<file path="src/rtl/core/cssq_pkg.sv">
// Shared types and constants for the climate sensor state qualifier.
package cssq_pkg;

    localparam int SAMPLE_WIDTH = 16;
    localparam int DEV_WIDTH    = SAMPLE_WIDTH - 1;
    localparam int CFG_IDX_W    = 4;
    localparam int CFG_DATA_W   = SAMPLE_WIDTH;
    localparam int COUNT_W      = 8;

    // 99.0 percent and -128.0 degrees in Q12.4
    localparam logic signed [SAMPLE_WIDTH-1:0] HUM_MAX_Q  = SAMPLE_WIDTH'(1584);
    localparam logic signed [SAMPLE_WIDTH-1:0] TEMP_MIN_Q = SAMPLE_WIDTH'(-2048);

    typedef enum logic [1:0] {
        ST_NORMAL    = 2'd0,
        ST_HEAT_DRY  = 2'd1,
        ST_EMERGENCY = 2'd2
    } state_t;

    typedef enum logic [1:0] {
        ERR_NONE      = 2'd0,
        ERR_RANGE     = 2'd1,
        ERR_DEVIATION = 2'd2,
        ERR_HUMID_HOT = 2'd3
    } err_t;

    typedef enum logic [CFG_IDX_W-1:0] {
        REG_TEMP_UPPER_LIMIT   = 4'd0,
        REG_MAX_DEVIATION      = 4'd1,
        REG_POWER_ON_TEMP      = 4'd2,
        REG_HUMIDITY_UPPER     = 4'd3,
        REG_HUMIDITY_LIMIT_HOT = 4'd4,
        REG_TEMP_LIMIT_HUMID   = 4'd5,
        REG_HUMIDITY_ENABLE    = 4'd6,
        REG_SENSITIVITY        = 4'd7
    } reg_idx_t;

    typedef struct packed {
        logic signed [SAMPLE_WIDTH-1:0] temp_upper_limit;
        logic        [DEV_WIDTH-1:0]    max_deviation;
        logic signed [SAMPLE_WIDTH-1:0] power_on_temp;
        logic signed [SAMPLE_WIDTH-1:0] humidity_upper;
        logic signed [SAMPLE_WIDTH-1:0] humidity_limit_hot;
        logic signed [SAMPLE_WIDTH-1:0] temp_limit_humid;
        logic                           humidity_enable;
        logic        [COUNT_W-1:0]      sensitivity;
    } cfg_t;

    typedef struct packed {
        logic signed [SAMPLE_WIDTH-1:0] temp_main;
        logic signed [SAMPLE_WIDTH-1:0] humidity;
        logic signed [SAMPLE_WIDTH-1:0] temp_probe_one;
        logic signed [SAMPLE_WIDTH-1:0] temp_probe_two;
        logic signed [SAMPLE_WIDTH-1:0] temp_combined;
        logic                           feedback_emergency;
    } sample_t;

    // raw classification of one sample set
    typedef struct packed {
        state_t cand;
        err_t   err;
        logic   err_load;   // low when the flag forces emergency: keep old code
    } class_t;

    typedef struct packed {
        state_t chosen;
        state_t cand;
        err_t   err;
    } res_t;

endpackage

</file>
<file path="src/rtl/core/cssq_classifier.sv">
// Combinational classification of one sample set into candidate state and error.
module cssq_classifier import cssq_pkg::*;
(
    input  sample_t smp,
    input  cfg_t    regs,
    output class_t  cls
);

    // fused temp minus sensor temp, one bit wider so it never wraps
    function automatic logic dev_exceeds(
        input logic signed [SAMPLE_WIDTH-1:0] tc,
        input logic signed [SAMPLE_WIDTH-1:0] t,
        input logic        [DEV_WIDTH-1:0]    dev
    );
        logic signed [SAMPLE_WIDTH:0] diff;
        logic signed [SAMPLE_WIDTH:0] lim;
        diff = {tc[SAMPLE_WIDTH-1], tc} - {t[SAMPLE_WIDTH-1], t};
        lim  = {2'b00, dev};
        return diff > lim;
    endfunction

    function automatic logic temp_out(
        input logic signed [SAMPLE_WIDTH-1:0] t,
        input logic signed [SAMPLE_WIDTH-1:0] up
    );
        return (t > up) || (t < TEMP_MIN_Q);
    endfunction

    logic hen;
    logic range_err;
    logic dev_err;
    logic heat;
    logic hot_humid;

    assign hen = regs.humidity_enable;

    assign range_err = (hen && ((smp.humidity > HUM_MAX_Q) ||
                                (smp.humidity <= SAMPLE_WIDTH'(0)))) ||
                       temp_out(smp.temp_main,      regs.temp_upper_limit) ||
                       temp_out(smp.temp_probe_one, regs.temp_upper_limit) ||
                       temp_out(smp.temp_probe_two, regs.temp_upper_limit);

    assign dev_err = dev_exceeds(smp.temp_combined, smp.temp_probe_one, regs.max_deviation) ||
                     dev_exceeds(smp.temp_combined, smp.temp_main,      regs.max_deviation) ||
                     dev_exceeds(smp.temp_combined, smp.temp_probe_two, regs.max_deviation);

    assign heat = (smp.temp_main      < regs.power_on_temp) ||
                  (smp.temp_probe_one < regs.power_on_temp) ||
                  (smp.temp_probe_two < regs.power_on_temp) ||
                  (hen && (smp.humidity > regs.humidity_upper));

    assign hot_humid = hen && (smp.humidity > regs.humidity_limit_hot) &&
                       ((smp.temp_main      > regs.temp_limit_humid) ||
                        (smp.temp_probe_one > regs.temp_limit_humid) ||
                        (smp.temp_probe_two > regs.temp_limit_humid));

    always_comb
    begin
        cls.err_load = 1'b1;
        if (smp.feedback_emergency)
        begin
            cls.cand     = ST_EMERGENCY;
            cls.err      = ERR_NONE;
            cls.err_load = 1'b0;
        end
        else if (range_err)
        begin
            cls.cand = ST_EMERGENCY;
            cls.err  = ERR_RANGE;
        end
        else if (dev_err)
        begin
            cls.cand = ST_EMERGENCY;
            cls.err  = ERR_DEVIATION;
        end
        else if (hot_humid)
        begin
            cls.cand = ST_EMERGENCY;
            cls.err  = ERR_HUMID_HOT;
        end
        else
        begin
            cls.cand = heat ? ST_HEAT_DRY : ST_NORMAL;
            cls.err  = ERR_NONE;
        end
    end

endmodule

</file>
<file path="config.mk">
export PLATFORM = sky130hd
export DESIGN_NAME = cssq_classifier
export DESIGN_NICKNAME = d
export VERILOG_FILES = /design/src/rtl/core/cssq_pkg.sv /design/src/rtl/core/cssq_classifier.sv
export SDC_FILE = /design/constraint.sdc
export NUM_CORES = 1
export LEC_CHECK = 0
export ABC_AREA = 0
export BUFFER_PORTS_ARGS = -buffer_cell sky130_fd_sc_hd__buf_4
export CORE_ASPECT_RATIO = 0.8
export CORE_UTILIZATION = 30
export DETAILED_ROUTE_END_ITERATION = 6
export SLEW_MARGIN = 20
export SYNTH_ARGS = -nofsm -noshare
export SYNTH_HDL_FRONTEND = slang
export SYNTH_SLANG_ARGS = --single-unit
export TNS_END_PERCENT = 20
</file>
<file path="constraint.sdc">
create_clock -name vclk -period 6.7
set_input_delay 1.675 -clock vclk [all_inputs]
set_output_delay 1.675 -clock vclk [all_outputs]
set_load 0.05 [all_outputs]
</file>
**Word-level counts from Yosys, hierarchy flattened**

Index checks and enable logic that the tools add are counted.
Widths: inputs -> output; s select.

- Register bits: 0
- Input bits: 185
- Output and inout bits: 5
- Word-level logic and storage cells: 46

- Add/sub/neg operators: 3
- $lt $le $gt $ge: 19
- Muxes and demuxes: 6
- Reductions and logical operators: 18

Operator list:

| kind | number |
|---|---|
| $gt 16x16->1 | 8 |
| $gt 17x16->1 | 3 |
| $sub 16x16->17 | 3 |
| $lt 16x12->1 const B | 3 |
| $lt 16x16->1 | 3 |
| $gt 16x12->1 const B | 1 |
| $le 16x1->1 const B | 1 |
| $mux 4 | 4 |
| $logic_or 1x1->1 | 14 |
| $logic_and 1x1->1 | 4 |
| $mux 1 | 2 |

**Logic depth before layout (Yosys ltp)**

- Depth in word-level cells: 9
- Gate-level depth with buffers: 22
- Gate-level depth less buffers: 22

**Worst setup path before layout**

OpenSTA, ideal clock, no wires.

- Path type: input to output
- Start point: in smp[40] in the netlist's numbering
- End point: out cls[1] in the netlist's numbering
- Arrival time: 6,101 ps
- Data required time: 5,025 ps
- Setup slack: -1,076 ps
- Stages: 21
- Buffers on the path: 0
- Cell sequence: inv_1 > ha_1 > a21o_1 > a211oi_1 > a2bb2oi_1 > nand2_1 > a21o_1 > a21oi_1 > o21ai_0 > a21oi_1 > xnor2_1 > ha_1 > nand4_1 > or2_2 > a311oi_1 > a2111o_1 > o21ai_0 > a21oi_1 > o22ai_1 > nand2_1 > o31ai_1

RTL lines:

| item | RTL line | source |
|---|---|---|
| from (decl) | cssq_classifier.sv:4 | `input sample_t smp,` |
| to (decl) | cssq_classifier.sv:6 | `output class_t cls` |

==> impl_metrics.toml <==
[pwr]
p_total_mw = 0.900
ir_worst_vdd_mv = 0.0299
power_density_nw_per_um2 = 84.2
p_leak_nw = 5.89

[final_layout]
final_area_um2 = 10700
fin_nets = 1791
drive_gt1_share_pct = 27.4
seqCellArea_um2 = 0
clock_buffers = 0
fin_cells = 1653
nFillCells = 2566
diodes = 0
area_delta_synth_final_pct = 40.8
design.seq.count = 0

[global_routing]
grt_pass1_wl_mm = 44.0
antenna_found_initial = 0
overflow = 0
grt_pass1_vias = 8250
grt_usage_pct = 21.5
grt_start_max_net_pins = 9

[placed_design]
port_buffers = 182
gp_congestion = 0.950
dp_hpwl_mm = 26.6
placed_area_um2 = 10600
place_inst = 1652

[drt]
routedWlPerCell_um = 17.5
avgViaCountPerCell = 5.25
drtIter0Drc = 518
postRouteAntennaNets = 0
drc = 9
finalWirelength_mm = 29.0
vias = 8670
dr.pass1.iters = 7

[yosys]
synth_cells = 1017
synth_fa_ha_area_share_pct = 44.6
synth_top_area_share_pct = 43.8
synth_top_area_cell = "ha_1"
synth_cell_types = 63
yosys_warnings = 0
synth_compound_area_share_pct = 26.5
synth.avg_cell_area_um2 = 7.47
yosys-mux-area-fraction_pct = 0
syn-num-nets = 1471
synth_top_family_by_area = "adder cells"
synthTopCellsByArea = "ha_1 (44%), inv_1 (8.4%), a21oi_1 (6.0%), a21o_1 (4.6%), o21ai_0 (3.5%)"
synthTopCellsByCount = "ha_1 (266), inv_1 (170), a21oi_1 (91)"
seq_area_frac_synth_pct = 0
synthSimpleGateAreaFrac_pct = 16.6
synth_area_um2 = 7590
synth_most_common_cell = "ha_1"
synth_xor_area_share_pct = 3.81

[timing]
fmax_mhz = 134
rsz0062_at_grt = "yes"
finalCritPeriodShare_pct = 112
finalWorstSetupSlack_ns = -0.787
max_slew_margin_pct = 62.6
min_period_ns = 7.49
setup_viol = 4
hold_viol_final = 0
tightest_slew_ns = 0.547
slew_violations = 0

[floorplan]
core_area_um2 = 24600
die_h_um = 144
dieArea_um2 = 26000
start_util_pct = 30.9
rows = 51
io_pins = 190
die_x_um = 180

[hold_path]
hold_depth = 3
min_to = "cls[2]"
hp-start = "smp[0]"
hp-class = "input pin to primary output"

[worst_setup_path]
worst_ep_required_time_ns = 5.03
critPathMaxFanout = 3
critPathKind = "input pin to primary output"
arrival_ns = 5.81
end_kind = "primary output"
cp-start-kind = "input pin"

[job]
maxCapViolations = 0

[status]
violations = "design-rule violations, negative setup slack"
status = "complete, but fails checks"

[cts]
cts_hold_buf = 0
==> power breakdown <==
part	total [mW]	switching (mW)	internal (mW)	leakage, nW
Combinational	0.900	0.461	0.440	5.89
Clock	0	0	0	0
Sequential	0	0	0	0
Total	0.900	0.461	0.440	5.89
==> worst max-delay path, cell delays in order <==
cell	delay (ns)
buf_6	0.10
inv_4	0.05
ha_4	0.15
fa_2	0.22
nor2b_2	0.05
o31a_1	0.32
o211ai_1	0.24
nand2_1	0.13
a21o_1	0.20
a21oi_2	0.16
o21ai_1	0.11
a21oi_2	0.15
xnor2_1	0.14
ha_1	0.26
nand4_1	0.10
or2_4	0.16
a311oi_2	0.07
a2111o_1	0.42
o21ai_4	0.21
nand2_2	0.09
o22ai_4	0.28
nand4_4	0.15
a31oi_4	0.17
buf_6	0.18
==> cell type report <==
class	instances	area (µm²)	share of cell area [%]
Tap cell	318	398	3.72
Timing Repair Buffer	320	2420	22.7
Inverter	170	653	6.11
Multi-Input combinational cell	845	7220	67.5
==> cells by family after synthesis <==
| group | after synthesis |
|---|---|
| buffers and inverters | 172 |
| adder cells (fa/ha/maj) | 269 |
| AO/OA/AOI/OAI | 305 |
| XOR/XNOR | 33 |
| AND/OR/NAND/NOR | 238 |
==> placed cells by master, fill, tap and decap left out, types with 10 or more instances in the layout <==
master	count
a21o_1	47
a21oi_1	86
buf_4	314
ha_1	259
inv_1	167
nand2_1	36
nand2b_1	10
nand3_1	31
nand4_1	35
nor2_1	49
nor2b_1	20
nor3_1	14
o211ai_1	11
o21a_1	19
o21ai_0	48
xnor2_1	22
xor2_1	10
==> per-stage QoR <==
stage               worst slack, ns  hold WS [ns]  setup TNS (ns)  util [%]
floorplan                    -0.329          3.41          -0.757         -
global placement             -0.838          3.69           -3.12      43.0
detailed placement           -0.917          3.69           -3.42      43.0
CTS                          -0.730          3.66           -2.78      43.3
global route                  -1.05          3.67           -4.00      43.5
finish                       -0.787          3.66           -2.93      43.5
==> routing by layer <==
layer / vias to the layer above / GRT usage [%] / share of wire [%]
li1: 4396 / - / -
met1: 3991 / 31.9 / 51
met2: 261 / 33.4 / 41
met3: 22 / 2.95 / 7.0
met4: 0 / 2.77 / 1.4
met5: - / 0 / 0
==> worst max-delay path by stage <==
stage	endpoint	slack, ns	from	cells after the start
after detailed placement	cls[1]	-0.92	smp[34]	25
after CTS	cls[3]	-0.73	smp[34]	25
after global placement	cls[1]	-0.84	smp[34]	24
after global routing	cls[3]	-1.05	smp[1]	24
after floorplan	cls[3]	-0.33	smp[34]	20
final	cls[3]	-0.79	smp[1]	24
==> what timing repair did <==
item	in CTS	in global routing
setup buffers	1	1
resized for setup	13	12
endpoints found under the hold margin	0	0
endpoints found under the setup margin	4	4
gates cloned	0	0
pin swaps	6	18
Power figures use the tool's default switching activity.
