File: src/rtl/core/cssq_pkg.sv
// Shared types and constants for the climate sensor state qualifier.
package cssq_pkg;

    localparam int SAMPLE_WIDTH = 16;
    localparam int DEV_WIDTH    = SAMPLE_WIDTH - 1;
    localparam int CFG_IDX_W    = 4;
    localparam int CFG_DATA_W   = SAMPLE_WIDTH;
    localparam int COUNT_W      = 8;

    // 99.0 percent and -128.0 degrees in Q12.4
    localparam logic signed [SAMPLE_WIDTH-1:0] HUM_MAX_Q  = SAMPLE_WIDTH'(1584);
    localparam logic signed [SAMPLE_WIDTH-1:0] TEMP_MIN_Q = SAMPLE_WIDTH'(-2048);

    typedef enum logic [1:0] {
        ST_NORMAL    = 2'd0,
        ST_HEAT_DRY  = 2'd1,
        ST_EMERGENCY = 2'd2
    } state_t;

    typedef enum logic [1:0] {
        ERR_NONE      = 2'd0,
        ERR_RANGE     = 2'd1,
        ERR_DEVIATION = 2'd2,
        ERR_HUMID_HOT = 2'd3
    } err_t;

    typedef enum logic [CFG_IDX_W-1:0] {
        REG_TEMP_UPPER_LIMIT   = 4'd0,
        REG_MAX_DEVIATION      = 4'd1,
        REG_POWER_ON_TEMP      = 4'd2,
        REG_HUMIDITY_UPPER     = 4'd3,
        REG_HUMIDITY_LIMIT_HOT = 4'd4,
        REG_TEMP_LIMIT_HUMID   = 4'd5,
        REG_HUMIDITY_ENABLE    = 4'd6,
        REG_SENSITIVITY        = 4'd7
    } reg_idx_t;

    typedef struct packed {
        logic signed [SAMPLE_WIDTH-1:0] temp_upper_limit;
        logic        [DEV_WIDTH-1:0]    max_deviation;
        logic signed [SAMPLE_WIDTH-1:0] power_on_temp;
        logic signed [SAMPLE_WIDTH-1:0] humidity_upper;
        logic signed [SAMPLE_WIDTH-1:0] humidity_limit_hot;
        logic signed [SAMPLE_WIDTH-1:0] temp_limit_humid;
        logic                           humidity_enable;
        logic        [COUNT_W-1:0]      sensitivity;
    } cfg_t;

    typedef struct packed {
        logic signed [SAMPLE_WIDTH-1:0] temp_main;
        logic signed [SAMPLE_WIDTH-1:0] humidity;
        logic signed [SAMPLE_WIDTH-1:0] temp_probe_one;
        logic signed [SAMPLE_WIDTH-1:0] temp_probe_two;
        logic signed [SAMPLE_WIDTH-1:0] temp_combined;
        logic                           feedback_emergency;
    } sample_t;

    // raw classification of one sample set
    typedef struct packed {
        state_t cand;
        err_t   err;
        logic   err_load;   // low when the flag forces emergency: keep old code
    } class_t;

    typedef struct packed {
        state_t chosen;
        state_t cand;
        err_t   err;
    } res_t;

endpackage

File: src/rtl/core/cssq_qualifier.sv
// Repeat qualification of candidate states and error code tracking.
module cssq_qualifier import cssq_pkg::*;
(
    input  logic               clk,
    input  logic               rst_n,
    input  logic               advance,
    input  class_t             cls,
    input  logic [COUNT_W-1:0] sensitivity,
    output res_t               res
);

    state_t             prev_reg,    prev_next;
    logic [COUNT_W-1:0] count_reg,   count_next;
    state_t             adopted_reg, adopted_next;
    err_t               err_reg,     err_next;

    logic [COUNT_W:0]   sens_plus_one;
    logic               repeat_cand;

    assign sens_plus_one = {1'b0, sensitivity} + (COUNT_W+1)'(1);
    assign repeat_cand   = (cls.cand == prev_reg);

    always_comb
    begin
        prev_next    = prev_reg;
        count_next   = count_reg;
        adopted_next = adopted_reg;
        err_next     = cls.err_load ? cls.err : err_reg;
        res.chosen   = adopted_reg;
        if (!repeat_cand)
        begin
            prev_next  = cls.cand;
            count_next = '0;
        end
        else
        begin
            // saturates at sensitivity+1 and at all ones
            if (({1'b0, count_reg} < sens_plus_one) && (count_reg != '1))
                count_next = count_reg + COUNT_W'(1);
            if (count_next == sensitivity)
            begin
                adopted_next = cls.cand;
                res.chosen   = cls.cand;
            end
        end
        res.cand = cls.cand;
        res.err  = err_next;
    end

    always_ff @(posedge clk or negedge rst_n)
    begin
        if (!rst_n)
        begin
            prev_reg    <= ST_NORMAL;
            count_reg   <= '0;
            adopted_reg <= ST_NORMAL;
            err_reg     <= ERR_NONE;
        end
        else if (advance)
        begin
            prev_reg    <= prev_next;
            count_reg   <= count_next;
            adopted_reg <= adopted_next;
            err_reg     <= err_next;
        end
    end

    a_hold_when_idle: assert property (@(posedge clk) disable iff (!rst_n)
        !advance |=> $stable(adopted_reg) && $stable(count_reg) && $stable(prev_reg))
        else $error("qualifier state moved without a transaction");

    a_adopt_matches_prev: assert property (@(posedge clk) disable iff (!rst_n)
        adopted_reg != $past(adopted_reg) |-> adopted_reg == prev_reg)
        else $error("adopted state differs from the repeated candidate");

    a_change_clears_count: assert property (@(posedge clk) disable iff (!rst_n)
        advance && !repeat_cand |=> count_reg == '0)
        else $error("repeat count not cleared on candidate change");

endmodule

File: config.mk
export PLATFORM = sky130hd
export DESIGN_NAME = cssq_qualifier
export DESIGN_NICKNAME = d
export VERILOG_FILES = /design/src/rtl/core/cssq_pkg.sv /design/src/rtl/core/cssq_qualifier.sv
export SDC_FILE = /design/constraint.sdc
export NUM_CORES = 1
export LEC_CHECK = 0
export BUFFER_PORTS_ARGS = -buffer_cell sky130_fd_sc_hd__buf_2
export CAP_MARGIN = 20
export CORE_ASPECT_RATIO = 0.8
export CORE_UTILIZATION = 57
export DETAILED_ROUTE_END_ITERATION = 12
export PLACE_DENSITY = 0.8
export SLEW_MARGIN = 0
export SYNTH_ARGS = -nofsm -noshare
export SYNTH_HDL_FRONTEND = slang
export SYNTH_SLANG_ARGS = --single-unit
File: constraint.sdc
create_clock -name clk -period 5.15 [get_ports clk]
set_input_delay 1.03 -clock clk [delete_from_list [all_inputs] [get_ports clk]]
set_output_delay 1.03 -clock clk [all_outputs]
set_load 0.01 [all_outputs]
**Word level (Yosys, flattened, before mapping)**

Index checks and enable logic that the tools add are counted.

- Input port bits: 16
- Output and inout bits: 6
- Word-level logic and storage cells: 19
- Bits in registers: 14

- Magnitude comparators: 1
- Reduce and logical (&&, ||, !) cells: 2
- Eq/ne operators: 3
- $add $sub $neg: 2
- Mux-type cells: 6
- Bitwise operators: 1

Operators with widths:

| operator | count |
|---|---|
| 8-bit two-way mux | 3 |
| 8-bit by 1-bit adder with 9-bit output, second input constant | 1 |
| 8-bit by 9-bit less-than comparator with 1-bit output | 1 |
| 8-bit by 1-bit adder with 8-bit output, second input constant | 1 |
| 8-bit equality test | 1 |
| 8-bit inequality test, second input constant | 1 |
| 2-bit two-way mux | 3 |
| 2-bit equality test | 1 |
| 2-bit AND reduction | 1 |
| 1-bit logical AND | 1 |
| 1-bit inverter | 1 |

**Logic depth before layout (Yosys ltp)**

Gate-level depths: netlist (run 1).

- Depth after elaboration: 8
- Depth in mapped cells: 15
- Mapped depth without buffers: 13

**Worst setup path after synthesis (run 1)**

No wires, ideal clock.

- Path type: in2out
- From: in sensitivity[2]
- To: out res[4] in the netlist's numbering
- Path slack: 0.375 ns
- Path buffers: 1
- Arrival: 3.745 ns
- Cell stages on the path: 14
- Data required time: 4.120 ns
- Cell sequence: buf_6 nand3_1 nor2_1 nand3_1 xnor2_1 ha_1 a21oi_1 nand2_1 a211o_2 a21oi_1 mux2_2 a221oi_2 o211ai_1 mux2_2

RTL lines:

| what | line | text |
|---|---|---|
| start: declaration | cssq_qualifier.sv:8 | `input logic [COUNT_W-1:0] sensitivity,` |
| end: declaration | cssq_qualifier.sv:9 | `output res_t res` |

==> flow_summary.yaml, run 1 <==
critical_path:
  r2r_cells: 9
  path_buf_inv: 2
  critPathKind: "in -> out"
  reg2reg_to: "adopted_reg[1]$_DFFE_PN0P_"
  arrival_ps: 4030
  cp_top_family: "compound AO/OA/AOI/OAI gates"
  r2r_setup_slack_ps: 2160
  worst_setup_path_end_kind: "output port"
  crit_path_max_incr_delay_ps: 330
  timing.rr.start: "count_reg[2]$_DFFE_PN0P_"
  path_cells: "buf_2, ha_4, and4_1, nand2_1, xor2_1, ha_1, nand3_1, nand2_2, a211o_4, a21oi_4, mux2_4, a221oi_4, o211ai_1, mux2_2, buf_2"
  startpoint_type: "input port"
  cpMostUsedCell: "buf_2"
  slowest_stage: "mux2_4"
  crit_fanout: 5
  worst_ep_required_time_ps: 4120
synth:
  synthesis.area_um2: 1439
  synthFlopType: "dfrtp_1"
  synthTopCellsByCount: "nand2_1, dfrtp_1, mux2_2"
  yosys.area.top_type: "dfrtp_1"
  synthMostInstantiatedCell: "nand2_1"
  ys_ff_latch: 14
  syn-num-nets: 197
  ys_seq_area_share_pct: 24.35
  post_synth_num_cell_types: 46
  ys_top_cells_by_area: "dfrtp_1, mux2_2, ha_1, nand2_1, xor2_1"
  synth.avg_cell_area_um2: 8.366
  synth_top_area_share_pct: 24.35
  yosys_warnings: 0
  postSynth.asyncResetShare_pct: 100.0
  synth_edf_count: 0
  syn-instance-count: 172
min_path:
  worstHoldEndpoint: "adopted_reg[1]$_DFFE_PN0P_"
  min-delay-start: "adopted_reg[1]$_DFFE_PN0P_"
  hold_class: "reg -> reg"
  whs_path_depth: 1
timing:
  fin_crit_sh_pct: 98.26
  hold_violations: 0
  setup_viol: 0
  fin_tns_setup_ps: 0
  timing.hold.ws_ps: 505.5
  tightest_slew_ps: 432.0
  fmaxAchievable_mhz: 197.6
  fin_crit_ps: 5060
  slew_headroom_pct: 71.20
  finalWorstSetupSlack_ps: 89.80
  final_max_slew_viol_count: 0
  skew_ps: 2.688
route:
  wl_per_cell_um: 17.11
  dr.pass1.iters: 4
  drc: 0
  drt_iter0_markers: 74
  ant_nets: 0
  avgViaCountPerCell: 6.385
  dr_total_vias: 1443
  wirelength_um: 3866
power:
  powerDensity_nw_per_um2: 165.9
  p_leak_nw: 0.7199
  peakVddDrop_uv: 139.8
clocking:
  cts_tree: "done"
  cts_hold_buf: 0
  cts_root_buffer: "clkbuf_4"
  h-tree-depth: 1
  clk_pin_slew_worst_paths_ps: 80
  clock_latency_ps: 280
  clock_sinks: 14
  cts_made_buffers: 3
  clockBufferDepth: 2
run_status:
  outcome: "finished clean"
die:
  rows: 15
  start_util_pct: 63.36
  die_y_um: 46.94
  die-width_um: 58.18
  core_um2: 2271
  dieArea_um2: 2731
  io_pins: 22
place:
  place_congestion: 0.9627
  dp_hpwl_um: 2886
  dp_slack_ps: -93.26
  port_buffers: 21
  dp.cells: 221
final_layout:
  final_cells: 226
  syn_to_final_growth_pct: 16.17
  diodes: 0
  nets: 219
  final_util_pct: 73.61
  drive_gt1_share_pct: 31.77
  largest_reg_flops: 8
global_route:
  grt_start_max_net_pins: 17
  first_global_vias: 1299
  grt-ovfl-total: 0
  gr-usage-all-layers_pct: 29.95
  antenna_found_initial: 0
  grt_pass1_wl_um: 6099
flow_run:
  drv_cap: 0
==> where the power goes <==
group	leakage (nW)	internal (mW)	switching [mW]
sequential	0.185	0.117	0.00769
clock	0.0138	0.0271	0.0360
combinational	0.521	0.0397	0.0497
total	0.720	0.184	0.0934
==> cells in the final DEF, fill, tap and decap left out, drive strengths merged, types with 3 or more instances in the layout <==
master  Yosys  final
mux2       14     14
clkbuf      4      3
nor2       11     11
nor3        5      5
nand2      23     23
ha          9      9
a31oi       3      3
dfrtp      14     14
inv         5      5
nand4       4      4
a21oi      12     12
nand3       7      7
xor2        8      8
o31ai       4      4
o21ai       8      8
and3        3      3
xnor2       7      7
buf         6     27
==> worst max-delay path by stage <==
stage / startpoint / cells after the start / slack [ps] / end
after floorplan: sensitivity[2] / 14 / 380 / res[4]
after global placement: sensitivity[1] / 15 / 80 / res[5]
after detailed placement: sensitivity[1] / 15 / -90 / res[4]
after CTS: sensitivity[1] / 15 / 10 / res[4]
after global routing: sensitivity[0] / 15 / -20 / res[4]
final: sensitivity[0] / 15 / 90 / res[4]
==> repair_timing <==
action                                  in CTS  in global routing
endpoints found under the hold margin        0                  0
resized for setup                            5                  9
cloned                                       0                  0
buffers inserted                             0                  2
pin swaps                                    1                  9
endpoints found under the setup margin       2                  2
==> kinds of logic (layout without fill, tap and decap cells) <==
kind of cell,after synthesis,count (layout),synth area share (%)
simple gates,64,64,22.61
compound gates,41,41,19.74
xor+xnor,15,15,9.131
buf+inv,15,35,5.391
mux,14,14,10.96
flops,14,14,24.35
fa+ha+maj,9,9,7.826
==> per-stage QoR <==
step | total power [mW] | cell area (um2)
5_1_grt | 0.2924 | 1672
3_5_place_dp | 0.2090 | 1558
4_1_cts | 0.2740 | 1603
3_3_place_gp | 0.2056 | 1558
2_1_floorplan | 0.1826 | 1439
6_report | 0.2774 | 1672
==> cell type report <==
class / count / area [um2]
Fill cell: 182 / 599.3
Sequential cell: 14 / 350.3
Clock buffer: 3 / 22.52
Tap cell: 34 / 42.54
Timing Repair Buffer: 27 / 150.1
Inverter: 5 / 18.77
Multi-Input combinational cell: 143 / 1087
==> metal layers <==
metal | part of all wire (%) | up-vias | wire [um] | global-route usage [%]
li1 | - | 674 | - | -
met1 | 44 | 702 | 1686 | 40.20
met2 | 48 | 63 | 1847 | 49.20
met3 | 7.8 | 4 | 300 | 7.713
met4 | 0.80 | 0 | 31 | 7.619
met5 | 0 | - | 0 | 0
Note: power is estimated with default switching activity, not from simulation.
==> run 2, diff against run 1 <==
Settings changed: BUFFER_PORTS_ARGS -buffer_cell sky130_fd_sc_hd__buf_2 to default, CORE_ASPECT_RATIO 0.8 to default, CORE_UTILIZATION 57 to 58, DONT_BUFFER_PORTS from default to 1, PLACE_DENSITY 0.8 to 0.74.
==> run 2 against run 1 <==
  * Via count is 11% lower
  * Die area shrank 1.7%
  * Critical endpoint unchanged
  * Final cell count down 14%
  * First-iteration DRC count decreased by 55%
  * Global-route usage fell by 0.98 points
  * Highest routed layer unchanged
  * Cell area fell by 13%
  * Critical path type unchanged
==> flow_summary.yaml, run 2 (synthesis gave the netlist of run 1 again) <==
run_status:
  outcome: "finished clean"
clocking:
  cts_root_buffer: "clkbuf_4"
  cts_made_buffers: 3
  clk_pin_slew_worst_paths_ps: 90
  post_cts_buffers: 0
  clock_sinks: 14
  cts_tree: "done"
  clockBufferDepth: 2
  h-tree-depth: 1
  clock_latency_ps: 290
timing:
  timing.hold.ws_ps: 421.6
  setup_viol: 0
  final_max_slew_viol_count: 0
  hold_violations: 0
  fin_crit_ps: 5001
  grt_setup_unrepaired: "false"
  fin_crit_sh_pct: 97.10
  fmaxAchievable_mhz: 200.0
  fin_tns_setup_ps: 0
  skew_ps: 7.435
  slew_headroom_pct: 69.89
  tightest_slew_ps: 451.6
global_route:
  first_global_vias: 1277
  antenna_found_initial: 0
  gr-usage-all-layers_pct: 28.97
  grt_pass1_wl_um: 5671
  grt-ovfl-total: 0
  grt_start_max_net_pins: 17
power:
  p_leak_nw: 0.6036
  switching_share_pct: 28.37
  p_seq_share_pct: 46.5
  p_int_mw: 0.1914
  switchingPower_mw: 0.07583
  peakVddDrop_uv: 232.4
  comb_power_share_pct: 23.6
  powerDensity_nw_per_um2: 183.0
  power.share.clock_pct: 29.9
place:
  port_buffers: 0
  dp_hpwl_um: 2565
  place_congestion: 1.006
die:
  start_util_pct: 63.22
  dieArea_um2: 2684
  die_y_um: 51.81
  core_um2: 2276
  rows: 17
  die-width_um: 51.81
  io_pins: 22
route:
  drt_iter0_markers: 33
  wirelength_um: 3431
  wl_per_cell_um: 17.69
  ant_nets: 0
  dr.pass1.iters: 4
  drc: 0
  dr_total_vias: 1291
  avgViaCountPerCell: 6.655
critical_path:
  worst_ep_required_time_ps: 4120
  worst_setup_path_end_kind: "output port"
  timing.rr.start: "count_reg[2]$_DFFE_PN0P_"
  crit_fanout: 5
  critPathKind: "in -> out"
  reg2reg_to: "adopted_reg[1]$_DFFE_PN0P_"
  r2r_setup_slack_ps: 2040
  r2r_cells: 9
  arrival_ps: 3970
  startpoint_type: "input port"
final_layout:
  largest_reg_flops: 8
  final_util_pct: 64.16
  final_cell_mix: "nand2_1, dfrtp_1, mux2_2"
  nets: 192
  diodes: 0
  drive_gt1_share_pct: 17.47
  final_common_cell: "nand2_1"
  syn_to_final_growth_pct: 1.478
min_path:
  hold_class: "in -> async"
flow_run:
  drv_cap: 0
==> run 2: changes by cell type in the layout (fill, tap and decap cells not counted), moves of 2 or more <==
cell and delta:
a21oi_1 +2, a21oi_4 -2, buf_2 -21, buf_4 -6
==> run 2: layout make-up <==
type | count | area, um2
multi-input combinational | 143 | 1020
inverter | 5 | 18.77
clock buffer | 4 | 36.28
tap | 28 | 35.03
fill | 189 | 815.8
sequential | 14 | 350.3
==> run 2: power by group through the flow <==
stage	clock, mW	combinational (mW)	sequential (mW)
after floorplan	0	0.0583	0.124
after global placement	0	0.0602	0.126
after detailed placement	0	0.0618	0.126
after CTS	0.0807	0.0625	0.124
after global routing	0.0829	0.0704	0.126
final	0.0798	0.0632	0.124
==> run 2: metrics by stage <==
stage | setup slack (ps) | total power [mW] | cells | area (um2)
final | 149.4 | 0.2673 | 194 | 1460
after global routing | 10.44 | 0.2789 | 194 | 1460
after CTS | 144.5 | 0.2674 | 194 | 1451
after detailed placement | 159.5 | 0.1882 | 190 | 1415
after global placement | 223.1 | 0.1858 | 190 | 1415
after floorplan | 375.1 | 0.1826 | 172 | 1439
==> run 2: timing repair <==
action / 4_1_cts / 5_1_grt
hold buffers: 0 / 0
gates resized for setup: 0 / 2
endpoints found under the setup margin: 0 / 2
==> run 2: per-layer routing <==
layer,GRT usage (%),up-vias,share of wire [%]
li1,-,620,-
met1,34.56,614,44
met2,50.22,46,49
met3,3.801,11,4.9
met4,15.32,0,2.5
met5,0,-,0
==> run 2: critical path, cell delays in order <==
cell and delay, ps:
ha_1 230, and4_1 220, nand2_1 80, xor2_1 160, ha_1 260, nand3_1 100, nand2_1 100, a211o_2 370
a21oi_2 190, mux2_2 360, a221oi_2 330, o211ai_1 190, mux2_2 340
==> run 2: how the worst max path moves through the flow <==
stage	start	to	slack [ps]	depth (start not counted)
4_1_cts	sensitivity[0]	res[4]	140	13
6_report	sensitivity[0]	res[4]	150	13
3_3_place_gp	sensitivity[0]	res[5]	220	13
2_1_floorplan	sensitivity[2]	res[4]	380	14
3_5_place_dp	sensitivity[0]	res[4]	160	13
5_1_grt	sensitivity[0]	res[5]	10	13
==> run 3, diff against run 2 <==
Settings changed: BUFFER_PORTS_ARGS from default to -buffer_cell sky130_fd_sc_hd__buf_2, CORE_UTILIZATION 58 to 57, DONT_BUFFER_PORTS 1 to default, PLACE_DENSITY 0.74 to 0.8.
==> run 3 against run 2 <==
  * Die area is 1.7% higher
  * Setup slack lost 84 ps
  * Clock power decreased by 23%
  * Sequential power about the same
  * Hold slack better by 87 ps
  * Cell area rose by 20%
  * Count of clock-buffer cells in the layout decreased by 1
  * Critical endpoint is now res[5]
  * Clock skew is essentially flat
  * Fmax shrank 1.7%
  * Largest cell class unchanged
  * Global-route usage decreased by 1.7 points
  * Register-to-register slack improved by 50 ps
  * Largest power group unchanged
==> flow_summary.yaml, run 3 (synthesis gave the netlist of run 1 again) <==
critical_path:
  worst_ep_required_time_ps: 4120
  worst_setup_path_end_kind: "output port"
  path_cells: "buf_4, nand3_1, nor2_2, nand3_2, xnor2_2, ha_1, a21oi_2, nand2_2, a211o_4, a21oi_4, mux2_2, a221oi_2, o211ai_1, mux2_4, buf_2"
  critPathKind: "in -> out"
  crit_fanout: 7
  arrival_ps: 4050
  crit_path_max_incr_delay_ps: 350
  slowest_stage: "mux2_2"
  startpoint_type: "input port"
flow_run:
  drv_cap: 0
die:
  die_y_um: 52.24
  start_util_pct: 62.64
  dieArea_um2: 2729
  rows: 17
  core_um2: 2297
  die-width_um: 52.24
  io_pins: 22
route:
  dr_total_vias: 1420
  avgViaCountPerCell: 6.228
  drt_iter0_markers: 60
  dr.pass1.iters: 4
  wirelength_um: 3593
  wl_per_cell_um: 15.76
  ant_nets: 0
  drc: 0
min_path:
  hold_class: "reg -> reg"
clocking:
  cts_made_buffers: 3
  clk_pin_slew_worst_paths_ps: 80
  cts_root_buffer: "clkbuf_4"
  clock_latency_ps: 280
  cts_hold_buf: 0
  clockBufferDepth: 2
  h-tree-depth: 1
  clock_sinks: 14
  cts_tree: "done"
global_route:
  first_global_vias: 1298
  grt_pass1_wl_um: 5561
  antenna_found_initial: 0
  grt_start_max_net_pins: 17
  gr-usage-all-layers_pct: 27.25
  grt-ovfl-total: 0
timing:
  slew_headroom_pct: 73.64
  finalWorstSetupSlack_ps: 65.17
  hold_violations: 0
  fmaxAchievable_mhz: 196.7
  final_max_slew_viol_count: 0
  fin_crit_ps: 5085
  skew_ps: 7.919
  timing.hold.ws_ps: 508.9
  fin_crit_sh_pct: 98.73
  tightest_slew_ps: 395.4
  setup_viol: 0
  fin_tns_setup_ps: 0
place:
  dp_slack_ps: -37.96
  port_buffers: 21
  place_congestion: 1.039
  dpl_cell_area_um2: 1573
  dp_hpwl_um: 2655
  dp.cells: 218
power:
  p_leak_nw: 0.7864
  p_seq_share_pct: 44.3
  p_int_mw: 0.1886
  power.share.clock_pct: 22.1
  powerDensity_nw_per_um2: 158.8
  switchingPower_mw: 0.09068
  switching_share_pct: 32.47
  peakVddDrop_uv: 191.6
  comb_power_share_pct: 33.6
final_layout:
  diodes: 0
  stdcell_area_um2: 1759
  largest_reg_flops: 8
  syn_to_final_growth_pct: 22.26
  drive_gt1_share_pct: 36.50
  final_cell_mix: "nand2_1, buf_4, buf_2"
  final_common_cell: "nand2_1"
  final_cells: 228
  nets: 227
run_status:
  outcome: "finished clean"
==> run 3: path summary, 6_finish.rpt <==
kind	startpoint	end	slack, ps	cells past startpoint
worst max register to register	count_reg[2]$_DFFE_PN0P_	adopted_reg[0]$_DFFE_PN0P_	2090	10
worst max-delay path	sensitivity[2]	res[5]	70	15
max in group asynchronous	rst_n	count_reg[7]$_DFFE_PN0P_	4280	1
worst min-delay path	err_reg[0]$_DFFE_PN0P_	err_reg[0]$_DFFE_PN0P_	510	1
min in group asynchronous	rst_n	count_reg[4]$_DFFE_PN0P_	630	1
worst min register to register	err_reg[0]$_DFFE_PN0P_	err_reg[0]$_DFFE_PN0P_	510	1
==> run 3: critical path, delay by kind of cell <==
family,cells,cell delay (ps)
AOI/OAI and AO/OA,5,1140
xor gates and xnor gates,1,150
adders and majority gates,1,340
buffers and inverters,2,270
muxes,2,690
and+or+nand+nor,4,430
==> run 3: final cells by class <==
class                   instances  area, um2
repair buffers                 35      226.5
flip-flops and latches         14      350.3
clock buffers                   3      22.52
inverters                       5      18.77
well taps                      28      35.03
multi-input cells             143       1106
fillers                       170      538.0
==> run 3: power by group through the flow <==
stage | Sequential (mW) | Combinational (mW) | Clock (mW)
2_1_floorplan | 0.124 | 0.0583 | 0
3_3_place_gp | 0.126 | 0.0806 | 0
3_5_place_dp | 0.126 | 0.0821 | 0
4_1_cts | 0.124 | 0.0833 | 0.0618
5_1_grt | 0.125 | 0.103 | 0.0645
6_report | 0.124 | 0.0938 | 0.0617
==> run 3: what timing repair did <==
action,4_1_cts,5_1_grt
setup endpoints to repair,2,2
gates cloned,0,0
setup buffers,0,7
gates resized for setup,1,25
pin swaps,0,14
endpoints found under the hold margin,0,0
==> run 3: stage by stage <==
step / power (mW) / utilization (%)
global placement: 0.2065 / 68.46
floorplan: 0.1826 / -
CTS: 0.2691 / 69.66
global route: 0.2926 / 76.58
detailed placement: 0.2083 / 68.46
finish: 0.2793 / 76.58
==> run 3: layer usage <==
metal	vias up	part of all wire (%)	track usage (%)
met5	-	0	0
met4	0	1.5	12.72
met3	11	6.2	2.029
met2	65	50	46.15
met1	657	42	35.09
li1	687	-	-
